===== src/hw/rtl/udp_port_magic_packet_filter_core_assert.svh =====
// Assertion macros for the packet filter core.
// Included by the RTL files that carry concurrent checks; no other dependency.
`ifndef UDP_PORT_MAGIC_PACKET_FILTER_CORE_ASSERT_SVH
`define UDP_PORT_MAGIC_PACKET_FILTER_CORE_ASSERT_SVH

// Same-cycle implication, disabled while reset is asserted.
`define UPMPF_ASSERT_NOW(label, clk, rst_n, ante, cons) \
  label: assert property (@(posedge clk) disable iff (!(rst_n)) (ante) |-> (cons)) \
    else $error("upmpf check failed");

// Next-cycle implication, disabled while reset is asserted.
`define UPMPF_ASSERT_NEXT(label, clk, rst_n, ante, cons) \
  label: assert property (@(posedge clk) disable iff (!(rst_n)) (ante) |=> (cons)) \
    else $error("upmpf check failed");

`endif


===== src/hw/rtl/upmpf_pkg.sv =====
// Shared constants and types for the UDP port / magic word packet filter.
// No dependencies; used by the channel interfaces and the core.
package upmpf_pkg;

  localparam int COUNT_WIDTH_DEF = 32;
  localparam int TOTAL_W         = 32;
  localparam int CFG_INDEX_W     = 8;
  localparam int CFG_DATA_W      = 32;
  localparam int OFFSET_W        = 7;

  localparam logic [OFFSET_W-1:0] OFFSET_MAX = 7'd127;

  // Header geometry in bytes from the dest MAC; UDP_* from the UDP header.
  localparam logic [7:0]  ETH_HDR_LEN    = 8'd14;
  localparam logic [7:0]  ETYPE_HI_POS   = 8'd12;
  localparam logic [7:0]  ETYPE_LO_POS   = 8'd13;
  localparam logic [7:0]  IP_PROTO_POS   = 8'd23;
  localparam logic [7:0]  IPV4_MIN_END   = 8'd34;
  localparam logic [7:0]  UDP_DPORT_HI   = 8'd2;
  localparam logic [7:0]  UDP_DPORT_LO   = 8'd3;
  localparam logic [7:0]  UDP_HDR_LEN    = 8'd8;
  localparam logic [7:0]  MAGIC_LEN      = 8'd4;
  localparam logic [15:0] ETHERTYPE_IPV4 = 16'h0800;
  localparam logic [7:0]  PROTO_UDP      = 8'd17;
  localparam logic [3:0]  MIN_IHL        = 4'd5;

  // Configuration registers
  localparam logic [CFG_INDEX_W-1:0] CFG_MATCH_PORT = 8'd0;
  localparam logic [CFG_INDEX_W-1:0] CFG_MAGIC_WORD = 8'd1;
  localparam logic [15:0] MATCH_PORT_RST = 16'd7777;
  localparam logic [31:0] MAGIC_WORD_RST = 32'h4950_3756;

  localparam logic VERDICT_PASS = 1'b0;
  localparam logic VERDICT_DROP = 1'b1;

  typedef enum logic [1:0] {
    CNT_RX_ONLY = 2'd0,
    CNT_PASSED  = 2'd1,
    CNT_DROPPED = 2'd2
  } count_kind_t;

endpackage


===== src/hw/rtl/upmpf_ifs.sv =====
// Valid/ready channel interfaces for the packet filter: frame bytes in,
// verdicts out, and register writes. Depends on upmpf_pkg.
interface upmpf_in_if import upmpf_pkg::*; ();
  logic       valid;
  logic       ready;
  logic [7:0] frame_byte;
  logic       frame_end;

  modport source (output valid, frame_byte, frame_end, input ready);
  modport sink   (input valid, frame_byte, frame_end, output ready);
endinterface

interface upmpf_out_if import upmpf_pkg::*; ();
  logic               valid;
  logic               ready;
  logic               verdict;
  logic [1:0]         counted_as;
  logic [TOTAL_W-1:0] received_total;
  logic [TOTAL_W-1:0] passed_total;
  logic [TOTAL_W-1:0] dropped_total;

  modport source (output valid, verdict, counted_as, received_total, passed_total,
                  dropped_total, input ready);
  modport sink   (input valid, verdict, counted_as, received_total, passed_total,
                  dropped_total, output ready);
endinterface

interface upmpf_cfg_if import upmpf_pkg::*; ();
  logic                   valid;
  logic                   ready;
  logic [CFG_INDEX_W-1:0] index;
  logic [CFG_DATA_W-1:0]  data;

  modport source (output valid, index, data, input ready);
  modport sink   (input valid, index, data, output ready);
endinterface


===== src/hw/rtl/udp_port_magic_packet_filter_core.sv =====
// Top level of the UDP port / magic word packet filter.
// Depends on upmpf_pkg, the channel interfaces and the assertion macro header.
`include "udp_port_magic_packet_filter_core_assert.svh"

// Takes one Ethernet frame byte per cycle, frame_end marking the last byte, and
// gives one verdict request per frame: drop only for IPv4/UDP to match_port whose
// first four payload bytes are missing or differ from magic_word. Header fields
// are captured as bytes stream past; the last byte's summary goes into a summary
// register; once the result register is free it is judged, the wrapping counters
// bumped and the result register loaded, so the verdict passes through both.
// One byte per cycle holds while the sink takes results; in_ready drops only
// while a summary waits on an untaken result. Register writes are always taken.
module udp_port_magic_packet_filter_core
  import upmpf_pkg::*;
#(
  parameter int COUNT_WIDTH = COUNT_WIDTH_DEF
) (
  input  logic        clk,
  input  logic        rst_n,
  upmpf_in_if.sink    in_ch,
  upmpf_out_if.source out_ch,
  upmpf_cfg_if.sink   cfg_ch
);

  typedef struct packed {
    logic [OFFSET_W-1:0] len;
    logic [15:0]         ether_type;
    logic [3:0]          header_words;
    logic [7:0]          ip_protocol;
    logic [15:0]         dest_port;
    logic [31:0]         payload_word;
  } frame_sum_t;

  // Configuration
  logic [15:0] match_port_r;
  logic [31:0] magic_word_r;

  // Capture state
  logic [OFFSET_W-1:0] offset_r, offset_nxt;
  logic [15:0]         ether_r, ether_nxt;
  logic [3:0]          ihl_r, ihl_nxt;
  logic [7:0]          proto_r, proto_nxt;
  logic [15:0]         dport_r, dport_nxt;
  logic [31:0]         payload_r, payload_nxt;

  // Summary and result stages
  logic       sum_v_r;
  frame_sum_t sum_r;
  logic       out_v_r;
  logic       verdict_r;
  count_kind_t kind_r, kind_nxt;
  logic [TOTAL_W-1:0] rx_tot_r, pass_tot_r, drop_tot_r;

  logic [COUNT_WIDTH-1:0] rx_r, rx_nxt, pass_r, pass_nxt, drop_r, drop_nxt;

  logic       in_acc, out_free, sum_move, sum_free;
  logic [7:0] pos, udp_start, u_start_j, len_j;

  assign out_free = !out_v_r || out_ch.ready;
  assign sum_move = sum_v_r && out_free;
  assign sum_free = !sum_v_r || out_free;
  assign in_ch.ready = sum_free;
  assign in_acc = in_ch.valid && sum_free;
  assign cfg_ch.ready = 1'b1;

  // ---------------- byte capture ----------------
  assign pos       = {1'b0, offset_r};
  assign udp_start = ETH_HDR_LEN + {2'b00, ihl_r, 2'b00};

  always_comb begin
    ether_nxt   = ether_r;
    ihl_nxt     = ihl_r;
    proto_nxt   = proto_r;
    dport_nxt   = dport_r;
    payload_nxt = payload_r;
    if (pos == ETYPE_HI_POS || pos == ETYPE_LO_POS) begin
      ether_nxt = {ether_r[7:0], in_ch.frame_byte};
    end
    if (pos == ETH_HDR_LEN) begin
      ihl_nxt = in_ch.frame_byte[3:0];
    end
    if (pos == IP_PROTO_POS) begin
      proto_nxt = in_ch.frame_byte;
    end
    // ihl_r is already settled once past the first IPv4 byte
    if (pos > ETH_HDR_LEN) begin
      if (pos == udp_start + UDP_DPORT_HI || pos == udp_start + UDP_DPORT_LO) begin
        dport_nxt = {dport_r[7:0], in_ch.frame_byte};
      end
      if (pos >= udp_start + UDP_HDR_LEN && pos < udp_start + UDP_HDR_LEN + MAGIC_LEN) begin
        payload_nxt = {payload_r[23:0], in_ch.frame_byte};
      end
    end
    offset_nxt = (offset_r < OFFSET_MAX) ? offset_r + 1'b1 : OFFSET_MAX;
  end

  // ---------------- judgment ----------------
  assign len_j     = {1'b0, sum_r.len};
  assign u_start_j = ETH_HDR_LEN + {2'b00, sum_r.header_words, 2'b00};

  always_comb begin
    priority if (len_j < ETH_HDR_LEN) begin
      kind_nxt = CNT_RX_ONLY;
    end else if (sum_r.ether_type != ETHERTYPE_IPV4) begin
      kind_nxt = CNT_PASSED;
    end else if (len_j < IPV4_MIN_END) begin
      kind_nxt = CNT_RX_ONLY;
    end else if (sum_r.ip_protocol != PROTO_UDP) begin
      kind_nxt = CNT_PASSED;
    end else if (sum_r.header_words < MIN_IHL) begin
      kind_nxt = CNT_RX_ONLY;
    end else if (len_j < u_start_j + UDP_HDR_LEN) begin
      kind_nxt = CNT_RX_ONLY;
    end else if (sum_r.dest_port != match_port_r) begin
      kind_nxt = CNT_PASSED;
    end else if (len_j < u_start_j + UDP_HDR_LEN + MAGIC_LEN) begin
      kind_nxt = CNT_DROPPED;   // payload too short for the magic word
    end else if (sum_r.payload_word == magic_word_r) begin
      kind_nxt = CNT_PASSED;
    end else begin
      kind_nxt = CNT_DROPPED;
    end
  end

  assign rx_nxt   = rx_r + 1'b1;
  assign pass_nxt = (kind_nxt == CNT_PASSED)  ? pass_r + 1'b1 : pass_r;
  assign drop_nxt = (kind_nxt == CNT_DROPPED) ? drop_r + 1'b1 : drop_r;

  // ---------------- control and capture registers ----------------
  always_ff @(posedge clk) begin
    if (!rst_n) begin
      match_port_r <= MATCH_PORT_RST;
      magic_word_r <= MAGIC_WORD_RST;
      offset_r     <= '0;
      ether_r      <= '0;
      ihl_r        <= '0;
      proto_r      <= '0;
      dport_r      <= '0;
      payload_r    <= '0;
      sum_v_r      <= 1'b0;
      out_v_r      <= 1'b0;
      rx_r         <= '0;
      pass_r       <= '0;
      drop_r       <= '0;
    end else begin
      if (cfg_ch.valid) begin
        if (cfg_ch.index == CFG_MATCH_PORT) begin
          match_port_r <= cfg_ch.data[15:0];
        end else if (cfg_ch.index == CFG_MAGIC_WORD) begin
          magic_word_r <= cfg_ch.data;
        end
      end
      if (in_acc) begin
        if (in_ch.frame_end) begin
          offset_r  <= '0;
          ether_r   <= '0;
          ihl_r     <= '0;
          proto_r   <= '0;
          dport_r   <= '0;
          payload_r <= '0;
        end else begin
          offset_r  <= offset_nxt;
          ether_r   <= ether_nxt;
          ihl_r     <= ihl_nxt;
          proto_r   <= proto_nxt;
          dport_r   <= dport_nxt;
          payload_r <= payload_nxt;
        end
      end
      if (in_acc && in_ch.frame_end) begin
        sum_v_r <= 1'b1;
      end else if (sum_move) begin
        sum_v_r <= 1'b0;
      end
      if (out_free) begin
        out_v_r <= sum_v_r;
      end
      if (sum_move) begin
        rx_r   <= rx_nxt;
        pass_r <= pass_nxt;
        drop_r <= drop_nxt;
      end
    end
  end

  // ---------------- payload registers ----------------
  always_ff @(posedge clk) begin
    if (in_acc && in_ch.frame_end) begin
      sum_r.len          <= offset_nxt;
      sum_r.ether_type   <= ether_nxt;
      sum_r.header_words <= ihl_nxt;
      sum_r.ip_protocol  <= proto_nxt;
      sum_r.dest_port    <= dport_nxt;
      sum_r.payload_word <= payload_nxt;
    end
    if (sum_move) begin
      verdict_r  <= (kind_nxt == CNT_DROPPED) ? VERDICT_DROP : VERDICT_PASS;
      kind_r     <= kind_nxt;
      rx_tot_r   <= TOTAL_W'(rx_nxt);
      pass_tot_r <= TOTAL_W'(pass_nxt);
      drop_tot_r <= TOTAL_W'(drop_nxt);
    end
  end

  assign out_ch.valid          = out_v_r;
  assign out_ch.verdict        = verdict_r;
  assign out_ch.counted_as     = kind_r;
  assign out_ch.received_total = rx_tot_r;
  assign out_ch.passed_total   = pass_tot_r;
  assign out_ch.dropped_total  = drop_tot_r;

  // ---------------- checks ----------------
  `UPMPF_ASSERT_NOW(a_verdict_matches_kind, clk, rst_n, out_v_r,
                    (verdict_r == VERDICT_DROP) == (kind_r == CNT_DROPPED))
  `UPMPF_ASSERT_NEXT(a_rx_counts_each_verdict, clk, rst_n, sum_move,
                     rx_r == COUNT_WIDTH'($past(rx_r) + 1'b1))
  `UPMPF_ASSERT_NEXT(a_frame_end_clears_offset, clk, rst_n, in_acc && in_ch.frame_end,
                     offset_r == '0 && sum_v_r)
  `UPMPF_ASSERT_NEXT(a_summary_held_when_blocked, clk, rst_n, sum_v_r && !out_free,
                     sum_v_r && out_v_r)

endmodule

===== src/flat_wrapper.sv =====
// flat-port wrapper written by rule: the top's interface ports become plain ports
module udp_port_magic_packet_filter_core_flat import upmpf_pkg::*;
#(
  parameter int COUNT_WIDTH = COUNT_WIDTH_DEF
)
  (clk, rst_n, in_ch_valid, in_ch_frame_byte, in_ch_frame_end, in_ch_ready, out_ch_valid, out_ch_verdict, out_ch_counted_as, out_ch_received_total, out_ch_passed_total, out_ch_dropped_total, out_ch_ready, cfg_ch_valid, cfg_ch_index, cfg_ch_data, cfg_ch_ready);
  upmpf_in_if in_ch_i ();
  upmpf_out_if out_ch_i ();
  upmpf_cfg_if cfg_ch_i ();
  input  logic clk;
  input  logic rst_n;
  input wire logic [$bits(in_ch_i.valid)-1:0] in_ch_valid;
  input wire logic [$bits(in_ch_i.frame_byte)-1:0] in_ch_frame_byte;
  input wire logic [$bits(in_ch_i.frame_end)-1:0] in_ch_frame_end;
  output wire logic [$bits(in_ch_i.ready)-1:0] in_ch_ready;
  output wire logic [$bits(out_ch_i.valid)-1:0] out_ch_valid;
  output wire logic [$bits(out_ch_i.verdict)-1:0] out_ch_verdict;
  output wire logic [$bits(out_ch_i.counted_as)-1:0] out_ch_counted_as;
  output wire logic [$bits(out_ch_i.received_total)-1:0] out_ch_received_total;
  output wire logic [$bits(out_ch_i.passed_total)-1:0] out_ch_passed_total;
  output wire logic [$bits(out_ch_i.dropped_total)-1:0] out_ch_dropped_total;
  input wire logic [$bits(out_ch_i.ready)-1:0] out_ch_ready;
  input wire logic [$bits(cfg_ch_i.valid)-1:0] cfg_ch_valid;
  input wire logic [$bits(cfg_ch_i.index)-1:0] cfg_ch_index;
  input wire logic [$bits(cfg_ch_i.data)-1:0] cfg_ch_data;
  output wire logic [$bits(cfg_ch_i.ready)-1:0] cfg_ch_ready;
  assign in_ch_i.valid = in_ch_valid;
  assign in_ch_i.frame_byte = in_ch_frame_byte;
  assign in_ch_i.frame_end = in_ch_frame_end;
  assign in_ch_ready = in_ch_i.ready;
  assign out_ch_valid = out_ch_i.valid;
  assign out_ch_verdict = out_ch_i.verdict;
  assign out_ch_counted_as = out_ch_i.counted_as;
  assign out_ch_received_total = out_ch_i.received_total;
  assign out_ch_passed_total = out_ch_i.passed_total;
  assign out_ch_dropped_total = out_ch_i.dropped_total;
  assign out_ch_i.ready = out_ch_ready;
  assign cfg_ch_i.valid = cfg_ch_valid;
  assign cfg_ch_i.index = cfg_ch_index;
  assign cfg_ch_i.data = cfg_ch_data;
  assign cfg_ch_ready = cfg_ch_i.ready;
  udp_port_magic_packet_filter_core #(.COUNT_WIDTH(COUNT_WIDTH)) u_core (.clk(clk), .rst_n(rst_n), .in_ch(in_ch_i), .out_ch(out_ch_i), .cfg_ch(cfg_ch_i));
endmodule

===== config.mk =====
export PLATFORM = sky130hd
export DESIGN_NAME = udp_port_magic_packet_filter_core_flat
export DESIGN_NICKNAME = d
export VERILOG_FILES = /design/src/hw/rtl/upmpf_pkg.sv /design/src/hw/rtl/upmpf_ifs.sv /design/src/hw/rtl/udp_port_magic_packet_filter_core.sv /design/src/flat_wrapper.sv
export VERILOG_INCLUDE_DIRS = /design/src /design/src/hw/rtl
export SDC_FILE = /design/constraint.sdc
export NUM_CORES = 1
export LEC_CHECK = 0
export BUFFER_PORTS_ARGS = -buffer_cell sky130_fd_sc_hd__buf_4
export CORE_UTILIZATION = 40
export CTS_BUF_LIST = sky130_fd_sc_hd__clkbuf_16
export CTS_CLUSTER_DIAMETER = 150
export DETAILED_ROUTE_END_ITERATION = 12
export HOLD_SLACK_MARGIN = 0.02
export SETUP_SLACK_MARGIN = 0.02
export SYNTH_ARGS = -nofsm -noshare
export SYNTH_HDL_FRONTEND = slang
export SYNTH_SLANG_ARGS = --single-unit

===== constraint.sdc =====
create_clock -name clk -period 5.6 [get_ports clk]
set_input_delay 0.28 -clock clk [delete_from_list [all_inputs] [get_ports clk]]
set_output_delay 0.28 -clock clk [all_outputs]
set_load 0.005 [all_outputs]

==> results of run 1 <==
==> worst min-delay path by stage <==
stage / to
after floorplan: u_core.magic_word_r[10]
after global placement: u_core.magic_word_r[7]
after detailed placement: u_core.magic_word_r[28]
after CTS: u_core.payload_r[2]
after global routing: u_core.payload_r[2]
final: u_core.payload_r[2]
==> power by group <==
group / internal (mW) / total [mW] / switching [mW]
registers: 3.14 / 3.16 / 0.0186
clock network: 1.55 / 2.73 / 1.18
logic: 0.0880 / 0.245 / 0.157
total: 4.78 / 6.14 / 1.35
==> cell usage after synthesis, types with 16 or more instances <==
cell type	number
dfxtp_1	229
edfxtp_1	181
nand2_1	174
nor2_1	139
xor2_1	109
nand3_1	91
clkbuf_1	80
xnor2_1	77
mux2_2	62
a21oi_1	58
mux2i_1	53
nor3_1	52
o21ai_0	50
inv_1	48
nor4_1	43
ha_1	36
a22oi_1	34
a22o_1	31
nand2b_1	30
nand4_1	29
or3_1	25
or4_1	18
and3_1	17
o31ai_1	16
==> layout make-up <==
type,instances,area (um2)
Clock buffer,45,1130
Clock inverter,37,223
Fill cell,4195,23700
Inverter,48,185
Multi-Input combinational cell,1238,8190
Sequential cell,410,10000
Tap cell,600,751
Timing Repair Buffer,209,1670
==> worst max-delay path, delay by kind of cell, from the launching register on <==
kind | cells | cell delay (ns)
adder cells (fa/ha/maj) | 3 | 0.87
flip-flops | 1 | 0.45
AND/OR/NAND/NOR | 6 | 1.59
multiplexers | 1 | 0.32
buffers and inverters | 2 | 0.22
XOR/XNOR | 3 | 0.64
AO/OA/AOI/OAI | 1 | 0.39
==> metal layers <==
layer  part of all wire (%)  routed length, um  up-vias
li1                       -                  -     6763
met1                     46              20500     6627
met2                     47              21000      312
met3                    4.3               1890       55
met4                    1.9                831        0
met5                      0                  0        -
==> kinds of logic after synthesis <==
kind of cell | after synthesis
flops | 410
compound gates | 236
other cells | 1
mux | 115
xor+xnor | 186
simple gates | 664
fa+ha+maj | 36
buf+inv | 148
==> per-stage QoR <==
step                      setup slack (ns)  instances  area (um2)  utilization [%]  hold WS (ns)
after global routing                 0.564       2587       22200             48.3        0.0361
after detailed placement             0.861       2465       20400             44.5         0.462
after CTS                            0.855       2587       22200             48.3        0.0226
final                                0.863       2587       22200             48.3        0.0495
after global placement                1.06       2465       20400             44.5         0.452
after floorplan                       1.11       1796       18800                -         0.404
==> out/qor.csv, run 1 <==
stage;metric;value;unit
status;status;complete, no violations;
routing;via/cell ratio;5.32;
power_and_ir_drop;Pwr Total;6.14;mW
routing;Residual DRC;0;
logic_synthesis;post-synthesis compound-gate area fraction;8.42;%
clock_network;Clock Sinks;410;
final_layout;n_diodes;0;
logic_synthesis;yosys warns;0;
clock_network;Hold Buf Count CTS;40;
global_routing;GRT busiest layer;met2;
logic_synthesis;syn_nets;1886;
power_and_ir_drop;Max rail drop VDD;0.210;mV
final_layout;most frequent cells in the layout;229 x dfxtp_1, 181 x edfxtp_1, 174 x nand2_1;
logic_synthesis;largest family of logic cells by synthesized area;simple AND/OR/NAND/NOR gates;
sta;clk_skew;0.0147;ns
final_layout;Largest register FFs;76;
sta;final period utilization;84.6;%
logic_synthesis;Mapped Cells;1796;
final_layout;commonest non-fill, non-tap cell in the layout;dfxtp_1;
floorplan;Die X-Extent;219;um
critical_path;CP Cell Sequence;inv_1 > ha_1 > inv_1 > ha_1 > xnor2_1 > xnor2_1 > nor2_1 > xnor2_1 > ha_1 > nor3_1 > nor4_1 > nand3_1 > or4b_2 > o211ai_1 > nor2_1 > mux2_2;
routing;Initial DRC Count;939;
logic_synthesis;asr flop ratio synth;0;%
clock_network;TritonCTS Buffers;45;
global_routing;largest net degree at the start of global routing;86;
critical_path;Setup Crit Path Kind;reg -> reg;
routing;WL/cell;17.1;um
clock_network;worst skew pair latency;0.56;ns
global_routing;vias in the first global route;13100;
worst_hold_path;WHS Path Cells;2;
sta;setup_tns;0;ns
clock_network;CTS root buffer;clkbuf_16;
sta;headroom to the max-slew limit;17.5;%
logic_synthesis;adder-cell share of the synthesized area;2.40;%
logic_synthesis;sequential fraction of the synthesis area;53.4;%
floorplan;total core area;45900;um2
final_layout;Largest Register;u_core.sum_r;
logic_synthesis;Top FF cell, synth;dfxtp_1;
logic_synthesis;XOR/XNOR Fraction of Synth Area;8.68;%
critical_path;Arrival @ worst endpoint;5.05;ns
routing;DRT Pass-1 Iters;5;
global_routing;GR Util met1;24.9;%
place;gpl congestion;0.875;
global_routing;initial antenna violation count;0;
sta;Finish-stage setup viols;0;
critical_path;CP max stage cell;or4b_2;
final_layout;share of layout cells above drive strength 1;15.5;%
sta;Worst Max-Slew Pin Slew;1.23;ns
logic_synthesis;Post-Synth Simple-Gate Area;17.5;%
floorplan;num ports;156;
flow_run;Max-Cap Viols;0;
critical_path;CP Launch Type;flip-flop;
critical_path;worst r2r src;u_core.sum_r[56];
logic_synthesis;post-synth top area share;29.0;%
global_routing;first-pass GRT wire length;70.2;mm
global_routing;grt total ovfl;0;
place;Port Buffers;154;
logic_synthesis;post-synthesis mux area share;6.55;%
critical_path;CP startpoint;u_core.sum_r[56];
floorplan;row cnt;78;
sta;RSZ-0062 raised after global routing;no;
critical_path;Worst R2R End;u_core.out_ch.dropped_total[1];
global_routing;GRT Total Usage;18.3;%
floorplan;Initial Util;40.9;%
critical_path;worst r2r path cells;16;
routing;Post-DRT Antenna Nets;0;
sta;count of final max-slew check failures;0;
global_routing;GR Layer Usage met3;2.74;%
place;Detailed Place HPWL;29.3;mm
routing;Total Wirelength;44.2;mm
critical_path;r2r setup slk;0.86;ns
clock_network;PostCTS Resize Cnt;0;
logic_synthesis;flops & latches, synth;410;
logic_synthesis;syn_area_per_cell;10.4;um2
worst_hold_path;type of the tightest min-delay check;in -> reg;
logic_synthesis;Area contributors post-synth;edfxtp_1 29%, dfxtp_1 24%, xor2_1 5.1%, mux2_2 3.7%, xnor2_1 3.6%;
clock_network;CTS clk-pin slew, worst paths;0.06;ns
final_layout;final net count;2042;
critical_path;Crit Path Max Fanout;6;
logic_synthesis;post-synthesis instance area;18800;um2
worst_hold_path;Hold Path Origin;in_ch_frame_byte[2];
clock_network;postcts setup bufs;0;
logic_synthesis;post-synthesis cell type count;56;
critical_path;Setup crit end;u_core.out_ch.dropped_total[1];
floorplan;Die H;219;um
critical_path;Critical Path End Type;flip-flop;
sta;clock period minus worst slack;4.74;ns
power_and_ir_drop;Pwr per Cell Area;277;nW/um2
critical_path;WP data required;5.91;ns
logic_synthesis;Synth area leader;edfxtp_1;
power_and_ir_drop;leak pwr;8.52;nW
routing;Via Count;13800;
floorplan;Die Area;47800;um2
global_routing;met2 GRT Util;29.9;%
sta;fmax;0.211;GHz
final_layout;Layout area overhead;18.1;%
critical_path;crit-path max cell delay;0.69;ns
clock_network;TritonCTS clock tree;done;
logic_synthesis;Post-synth EDFFs;181;
clock_network;H-tree Lvls;2;
clock_network;buffer depth of the longest clock path;3;
sta;final hold vios;0;
(Power assumes the default switching activity.)
==> run 2: changes to the inputs <==
==> constraint.sdc (replaced) <==
create_clock -name clk -period 4.7 [get_ports clk]
set_input_delay 0.235 -clock clk [delete_from_list [all_inputs] [get_ports clk]]
set_output_delay 0.235 -clock clk [all_outputs]
set_load 0.005 [all_outputs]
==> run 2 against run 1 <==
Compared with the run above: routed wire length fell by 0.22%; global-route usage barely moved; utilization is 0.44 points higher; power grew 21%; register-to-register slack got worse by 0.53 ns; maximum frequency increased by 8.4%; critical path type unchanged; largest cell class unchanged; largest power group unchanged; highest routed layer unchanged.
==> out/qor.csv, run 2 (synthesized netlist as in run 1, its figures left out) <==
stage;metric;value;unit;change
final_layout;Largest register FFs;76;;unchanged
worst_hold_path;type of the tightest min-delay check;in -> reg;;
critical_path;CP top delay family;simple AND/OR/NAND/NOR gates;;
routing;Initial DRC Count;972;;+3.5%
global_routing;GR Layer Usage met3;3.02;%;+0.28 points
clock_network;H-tree Lvls;2;;unchanged
critical_path;worst r2r path cells;16;;unchanged
critical_path;worst r2r src;u_core.sum_r[56];;
final_layout;most frequent cells in the layout;229 x dfxtp_1, 181 x edfxtp_1, 174 x nand2_1;;
sta;RSZ-0062 raised after global routing;no;;
floorplan;total core area;45900;um2;unchanged
critical_path;CP Depth;16;;unchanged
critical_path;Worst R2R End;u_core.out_ch.dropped_total[25];;
routing;Total Wirelength;44.1;mm;-0.22%
clock_network;CTS root buffer;clkbuf_16;;
sta;fmax;0.229;GHz;+8.4%
floorplan;Die X-Extent;219;um;unchanged
clock_network;Clock Sinks;410;;unchanged
final_layout;number of fill cells in the layout;4182;;-0.31%
power_and_ir_drop;total net switching power;1.69;mW;+25%
clock_network;TritonCTS clock tree;done;;
place;gpl congestion;0.858;;-2.0%
final_layout;share of layout cells above drive strength 1;15.9;%;+0.40 points
clock_network;worst skew pair latency;0.59;ns;+0.03 ns
routing;DRT Pass-1 Iters;5;;unchanged
power_and_ir_drop;Seq pwr share;50.6;%;-1.0 points
routing;WL/cell;17.0;um;-0.72%
sta;clock period minus worst slack;4.37;ns;-0.366 ns
routing;Residual DRC;0;;unchanged
routing;Post-DRT Antenna Nets;0;;unchanged
clock_network;CTS clk-pin slew, worst paths;0.06;ns;about the same
critical_path;Critical Path End Type;flip-flop;;
status;status;complete, no violations;;
floorplan;Die H;219;um;unchanged
critical_path;CP Cell Sequence;inv_1 > ha_1 > inv_1 > ha_1 > xnor2_2 > xnor2_2 > nor2_1 > xnor2_1 > ha_1 > nor2_1 > nor4_1 > nand4_1 > nor4_4 > or4_1 > nor3_1 > xor2_1;;
global_routing;GRT busiest layer;met2;;
final_layout;final net count;2052;;+0.49%
global_routing;GR Util met1;24.5;%;-0.35 points
critical_path;CP max stage cell;or4_1;;
final_layout;Layout area overhead;19.2;%;
sta;headroom to the max-slew limit;18.3;%;+0.80 points
sta;count of final max-slew check failures;0;;unchanged
power_and_ir_drop;internal power;5.76;mW;+20%
clock_network;TritonCTS Buffers;46;;+2.2%
critical_path;CP Launch Type;flip-flop;;
critical_path;Critical path buffers and inverters;2;;unchanged
global_routing;initial antenna violation count;0;;unchanged
power_and_ir_drop;Pwr per Cell Area;333;nW/um2;+20%
critical_path;Setup crit end;u_core.out_ch.dropped_total[25];;
clock_network;buffer depth of the longest clock path;3;;unchanged
floorplan;Initial Util;40.9;%;unchanged
place;Port Buffers;154;;unchanged
flow_run;Max-Cap Viols;0;;unchanged
sta;final hold vios;0;;unchanged
final_layout;n_diodes;0;;unchanged
sta;Finish-stage setup viols;0;;unchanged
sta;final period utilization;93.0;%;+8.4 points
critical_path;Crit Path Max Fanout;20;;+14
global_routing;largest net degree at the start of global routing;86;;unchanged
critical_path;Arrival @ worst endpoint;4.70;ns;-0.35 ns
power_and_ir_drop;Sw Share;22.7;%;+0.61 points
global_routing;vias in the first global route;13200;;+1.5%
global_routing;grt total ovfl;0;;unchanged
critical_path;crit-path max cell delay;0.65;ns;-0.04 ns
final_layout;Largest Register;u_core.sum_r;;
global_routing;met2 GRT Util;30.1;%;+0.15 points
floorplan;Die Area;47800;um2;unchanged
global_routing;first-pass GRT wire length;70.0;mm;-0.26%
power_and_ir_drop;leak pwr;8.61;nW;+1.1%
routing;via/cell ratio;5.34;;+0.33%
floorplan;num ports;156;;unchanged
power_and_ir_drop;power share of the combinational group;4.0;%;about the same
final_layout;fin util;48.8;%;+0.44 points
sta;clk_skew;0.0234;ns;+0.00871 ns
routing;Via Count;13900;;+0.84%
sta;Worst Max-Slew Pin Slew;1.22;ns;-0.0120 ns
critical_path;WP data required;5.02;ns;-0.89 ns
place;Detailed Place HPWL;29.4;mm;+0.21%
critical_path;CP startpoint;u_core.sum_r[56];;
global_routing;GRT Total Usage;18.3;%;about the same
critical_path;Crit path top cell by count;ha_1;;
power_and_ir_drop;Clock Power Share;45.4;%;+0.9 points
critical_path;Setup Crit Path Kind;reg -> reg;;
sta;setup_tns;0;ns;unchanged
floorplan;row cnt;78;;unchanged
final_layout;commonest non-fill, non-tap cell in the layout;dfxtp_1;;
critical_path;r2r setup slk;0.33;ns;-0.53 ns
power_and_ir_drop;Max rail drop VDD;0.265;mV;+26%
==> run 2: worst min path at each step <==
stage	from	end	slack, ns	cells after the start
CTS	cfg_ch_index[0]	u_core.match_port_r[6]	0.22	5
floorplan	cfg_ch_data[10]	u_core.magic_word_r[10]	0.36	2
finish	cfg_ch_index[0]	u_core.match_port_r[6]	0.24	5
global placement	cfg_ch_data[27]	u_core.magic_word_r[27]	0.45	3
detailed placement	cfg_ch_data[30]	u_core.magic_word_r[30]	0.45	3
global route	cfg_ch_index[0]	u_core.match_port_r[10]	0.25	5
==> run 2: worst reg2reg max path, cell delays in order (launching register included) <==
cell and delay, ns:
edfxtp_1 0.46, inv_1 0.14, ha_1 0.42, inv_1 0.10, ha_1 0.24, xnor2_2 0.22
xnor2_2 0.17, nor2_1 0.09, xnor2_1 0.13, ha_1 0.27, nor2_1 0.05, nor4_1 0.25
nand4_1 0.18, nor4_4 0.45, or4_1 0.65, nor3_1 0.13, xor2_1 0.17
==> run 2: power groups by stage <==
stage	sequential (mW)	clock [mW]	combinational, mW
after floorplan	3.84	0	0.146
after global placement	3.85	0	0.266
after detailed placement	3.85	0	0.270
after CTS	3.77	3.47	0.300
after global routing	3.77	3.62	0.328
final	3.77	3.38	0.299
==> run 2: area by class of cell <==
| class | count | area, um2 | share of cell area (%) |
|---|---|---|---|
| timing repair buffer | 218 | 1780 | 7.94 |
| clock inverter | 40 | 268 | 1.20 |
| multi-input combinational | 1238 | 8210 | 36.7 |
| tap | 600 | 751 | 3.36 |
| sequential | 410 | 10000 | 44.8 |
| clock buffer | 46 | 1150 | 5.15 |
| inverter | 48 | 185 | 0.828 |
==> run 2: metal layers <==
layer	wire, um	vias up
met5	0	-
met4	880	0
met3	1780	59
met2	21100	241
met1	20400	6796
li1	-	6776
==> run 2: through the flow <==
stage | worst slack (ns) | power, mW | hold WS [ns] | cell area, um2 | cells
2_1_floorplan | 0.206 | 3.99 | 0.359 | 18800 | 1796
3_3_place_gp | 0.274 | 4.11 | 0.449 | 20500 | 2469
5_1_grt | 0.0307 | 7.72 | 0.245 | 22400 | 2600
4_1_cts | 0.101 | 7.54 | 0.222 | 22300 | 2599
6_report | 0.330 | 7.45 | 0.242 | 22400 | 2600
3_5_place_dp | 0.0885 | 4.12 | 0.452 | 20500 | 2469
==> run 2: repair_timing <==
action	in CTS	in global routing
hold endpoints to repair	65	0
hold buffers	44	0
gates resized for setup	0	4
setup endpoints to repair	0	104
setup buffers	0	1
==> run 3: changes to the inputs <==
==> constraint.sdc (replaced) <==
create_clock -name clk -period 4.7 [get_ports clk]
set_input_delay 0.235 -clock clk [delete_from_list [all_inputs] [get_ports clk]]
set_output_delay 0.235 -clock clk [all_outputs]
set_load 0.05 [all_outputs]
==> run 3 against run 2 <==
Compared with the run above: non-clock buffer count up 2; register-to-register slack better by 0.08 ns; clock-buffer cell count did not move; global-route usage decreased by 0.13 points; clock skew grew 0.0016 ns; die area stayed put; routed wire length down 0.75%; utilization fell by 0.093 points; combinational power up 9.4%; via count decreased by 0.30%; largest cell class unchanged.
==> out/qor.csv, run 3 (synthesized netlist as in run 1, its figures left out) <==
stage;metric;value;unit;change
status;status;complete, no violations;;
routing;Total Wirelength;43.8;mm;-0.75%
sta;clk_skew;0.0251;ns;+0.00164 ns
clock_network;CTS root buffer;clkbuf_16;;
sta;clock period minus worst slack;4.29;ns;-0.0806 ns
critical_path;Crit path top cell by count;ha_1;;
global_routing;vias in the first global route;13300;;+0.54%
power_and_ir_drop;Seq pwr share;51.0;%;+0.4 points
sta;fmax;0.233;GHz;+1.9%
power_and_ir_drop;Pwr per Cell Area;331;nW/um2;-0.59%
routing;via/cell ratio;5.32;;-0.26%
critical_path;CP Launch Type;flip-flop;;
worst_hold_path;type of the tightest min-delay check;in -> reg;;
clock_network;buffer depth of the longest clock path;3;;unchanged
sta;Finish-stage setup viols;0;;unchanged
global_routing;largest net degree at the start of global routing;86;;unchanged
place;Port Buffers;154;;unchanged
power_and_ir_drop;Sw Share;22.4;%;-0.30 points
floorplan;Initial Util;40.9;%;unchanged
clock_network;Clock Sinks;410;;unchanged
global_routing;first-pass GRT wire length;69.4;mm;-0.91%
clock_network;TritonCTS Buffers;45;;-2.2%
power_and_ir_drop;power share of the combinational group;4.4;%;+0.4 points
floorplan;num ports;156;;unchanged
sta;RSZ-0062 raised after global routing;no;;
flow_run;Max-Cap Viols;0;;unchanged
clock_network;worst skew pair latency;0.57;ns;-0.02 ns
critical_path;Worst R2R End;u_core.out_ch.dropped_total[1];;
final_layout;final net count;2053;;+0.049%
routing;Initial DRC Count;972;;unchanged
critical_path;Arrival @ worst endpoint;4.61;ns;-0.09 ns
critical_path;crit-path max cell delay;0.68;ns;+0.03 ns
critical_path;WP data required;5.02;ns;about the same
critical_path;worst r2r path cells;17;;+1
critical_path;Setup Crit Path Kind;reg -> reg;;
floorplan;row cnt;78;;unchanged
final_layout;Layout area overhead;19.0;%;
floorplan;Die X-Extent;219;um;unchanged
critical_path;worst r2r src;u_core.sum_r[56];;
power_and_ir_drop;Clock Power Share;44.6;%;-0.8 points
place;Detailed Place HPWL;29.2;mm;-0.62%
floorplan;Die Area;47800;um2;unchanged
sta;Worst Max-Slew Pin Slew;1.14;ns;-0.0854 ns
critical_path;Crit Path Max Fanout;6;;-70%
critical_path;Critical path buffers and inverters;3;;+1
critical_path;CP top delay family;simple AND/OR/NAND/NOR gates;;
final_layout;commonest non-fill, non-tap cell in the layout;dfxtp_1;;
place;gpl congestion;0.875;;+2.0%
global_routing;initial antenna violation count;0;;unchanged
critical_path;Critical Path End Type;flip-flop;;
routing;WL/cell;16.9;um;-0.71%
final_layout;most frequent cells in the layout;229 x dfxtp_1, 181 x edfxtp_1, 174 x nand2_1;;
floorplan;total core area;45900;um2;unchanged
routing;Post-DRT Antenna Nets;0;;unchanged
sta;setup_tns;0;ns;unchanged
final_layout;share of layout cells above drive strength 1;15.8;%;-0.092 points
final_layout;n_diodes;0;;unchanged
floorplan;Die H;219;um;unchanged
final_layout;Largest Register;u_core.sum_r;;
power_and_ir_drop;internal power;5.74;mW;-0.40%
clock_network;CTS clk-pin slew, worst paths;0.06;ns;about the same
critical_path;CP startpoint;u_core.sum_r[56];;
sta;headroom to the max-slew limit;24.0;%;+5.7 points
sta;final hold vios;0;;unchanged
place;Area after DPL;20500;um2;about the same
global_routing;GRT Total Usage;18.1;%;-0.13 points
sta;final period utilization;91.3;%;-1.7 points
power_and_ir_drop;leak pwr;8.56;nW;-0.57%
clock_network;H-tree Lvls;2;;unchanged
critical_path;CP Depth;17;;+1
routing;DRT Pass-1 Iters;5;;unchanged
final_layout;final instance area;22300;um2;-0.19%
sta;count of final max-slew check failures;0;;unchanged
worst_hold_path;WHS Path Cells;3;;-2
power_and_ir_drop;total net switching power;1.65;mW;-2.1%
routing;Via Count;13800;;-0.30%
power_and_ir_drop;Max rail drop VDD;0.290;mV;+9.6%
critical_path;CP Cell Sequence;inv_1 > ha_1 > inv_1 > ha_1 > xnor2_2 > xnor2_2 > nor2_1 > xnor2_1 > ha_1 > nor3_1 > nor4_1 > nand3_1 > or4b_2 > o211ai_1 > buf_4 > nor2_1 > mux2_2;;
clock_network;TritonCTS clock tree;done;;
critical_path;CP max stage cell;or4b_2;;
critical_path;r2r setup slk;0.41;ns;+0.08 ns
final_layout;Largest register FFs;76;;unchanged
routing;Residual DRC;0;;unchanged
global_routing;grt total ovfl;0;;unchanged
critical_path;Setup crit end;u_core.out_ch.dropped_total[1];;
==> run 3: cell count changes in the layout (fill, tap and decap cells not counted), sizes merged <==
cell,previous run,this run
dlygate4sd3,44,46
inv,67,60
clkinv,18,23
clkinvlp,1,0
==> run 3: tightest hold or removal path, stage by stage <==
cell and delay [ns]:
buf_4 0.21, nand3_1 0.11, o21ai_0 0.06
==> run 3: worst min path at each step <==
| stage | from | to | slack (ns) |
|---|---|---|---|
| 2_1_floorplan | cfg_ch_data[10] | u_core.magic_word_r[10] | 0.36 |
| 6_report | rst_n | u_core.dport_r[9] | 0.12 |
| 5_1_grt | rst_n | u_core.dport_r[15] | 0.11 |
| 3_3_place_gp | cfg_ch_data[24] | u_core.magic_word_r[24] | 0.45 |
| 3_5_place_dp | u_core.dport_r[9] | u_core.dport_r[9] | 0.46 |
| 4_1_cts | rst_n | u_core.dport_r[1] | 0.09 |
==> run 3: layout make-up <==
| cell class | count | area (um2) |
|---|---|---|
| multi-input cells | 1238 | 8220 |
| clock inverters | 37 | 214 |
| well taps | 600 | 751 |
| flip-flops and latches | 410 | 10000 |
| inverters | 48 | 185 |
| fillers | 4170 | 23500 |
| repair buffers | 220 | 1780 |
| clock buffers | 46 | 1150 |
==> run 3: repair_timing <==
item,CTS,global route
gates resized for setup,1,4
pin swaps,0,2
endpoints found under the setup margin,1,108
endpoints found under the hold margin,59,0
hold buffers,46,0
setup buffers,0,1
==> run 3: stage by stage <==
step / utilization [%] / hold slack [ns] / worst slack (ns) / total power [mW] / cells
finish: 48.7 / 0.119 / 0.410 / 7.39 / 2599
global route: 48.7 / 0.111 / 0.0639 / 7.65 / 2599
CTS: 48.6 / 0.0880 / 0.0236 / 7.48 / 2598
detailed placement: 44.6 / 0.462 / 0.0133 / 4.14 / 2469
global placement: 44.6 / 0.451 / 0.269 / 4.14 / 2469
floorplan: - / 0.359 / 0.795 / 4.02 / 1796
==> run 3: layer usage <==
layer	track usage (%)	share of wire, %
met5	0	0
met1	24.5	46
met3	2.94	4.5
met2	29.5	48
met4	5.80	2.1
==> run 3: power groups by stage <==
stage          clock network, mW  registers, mW  logic (mW)
6_report                    3.29           3.77       0.327
5_1_grt                     3.53           3.77       0.355
4_1_cts                     3.38           3.77       0.328
3_5_place_dp                   0           3.84       0.298
3_3_place_gp                   0           3.84       0.296
2_1_floorplan                  0           3.87       0.148
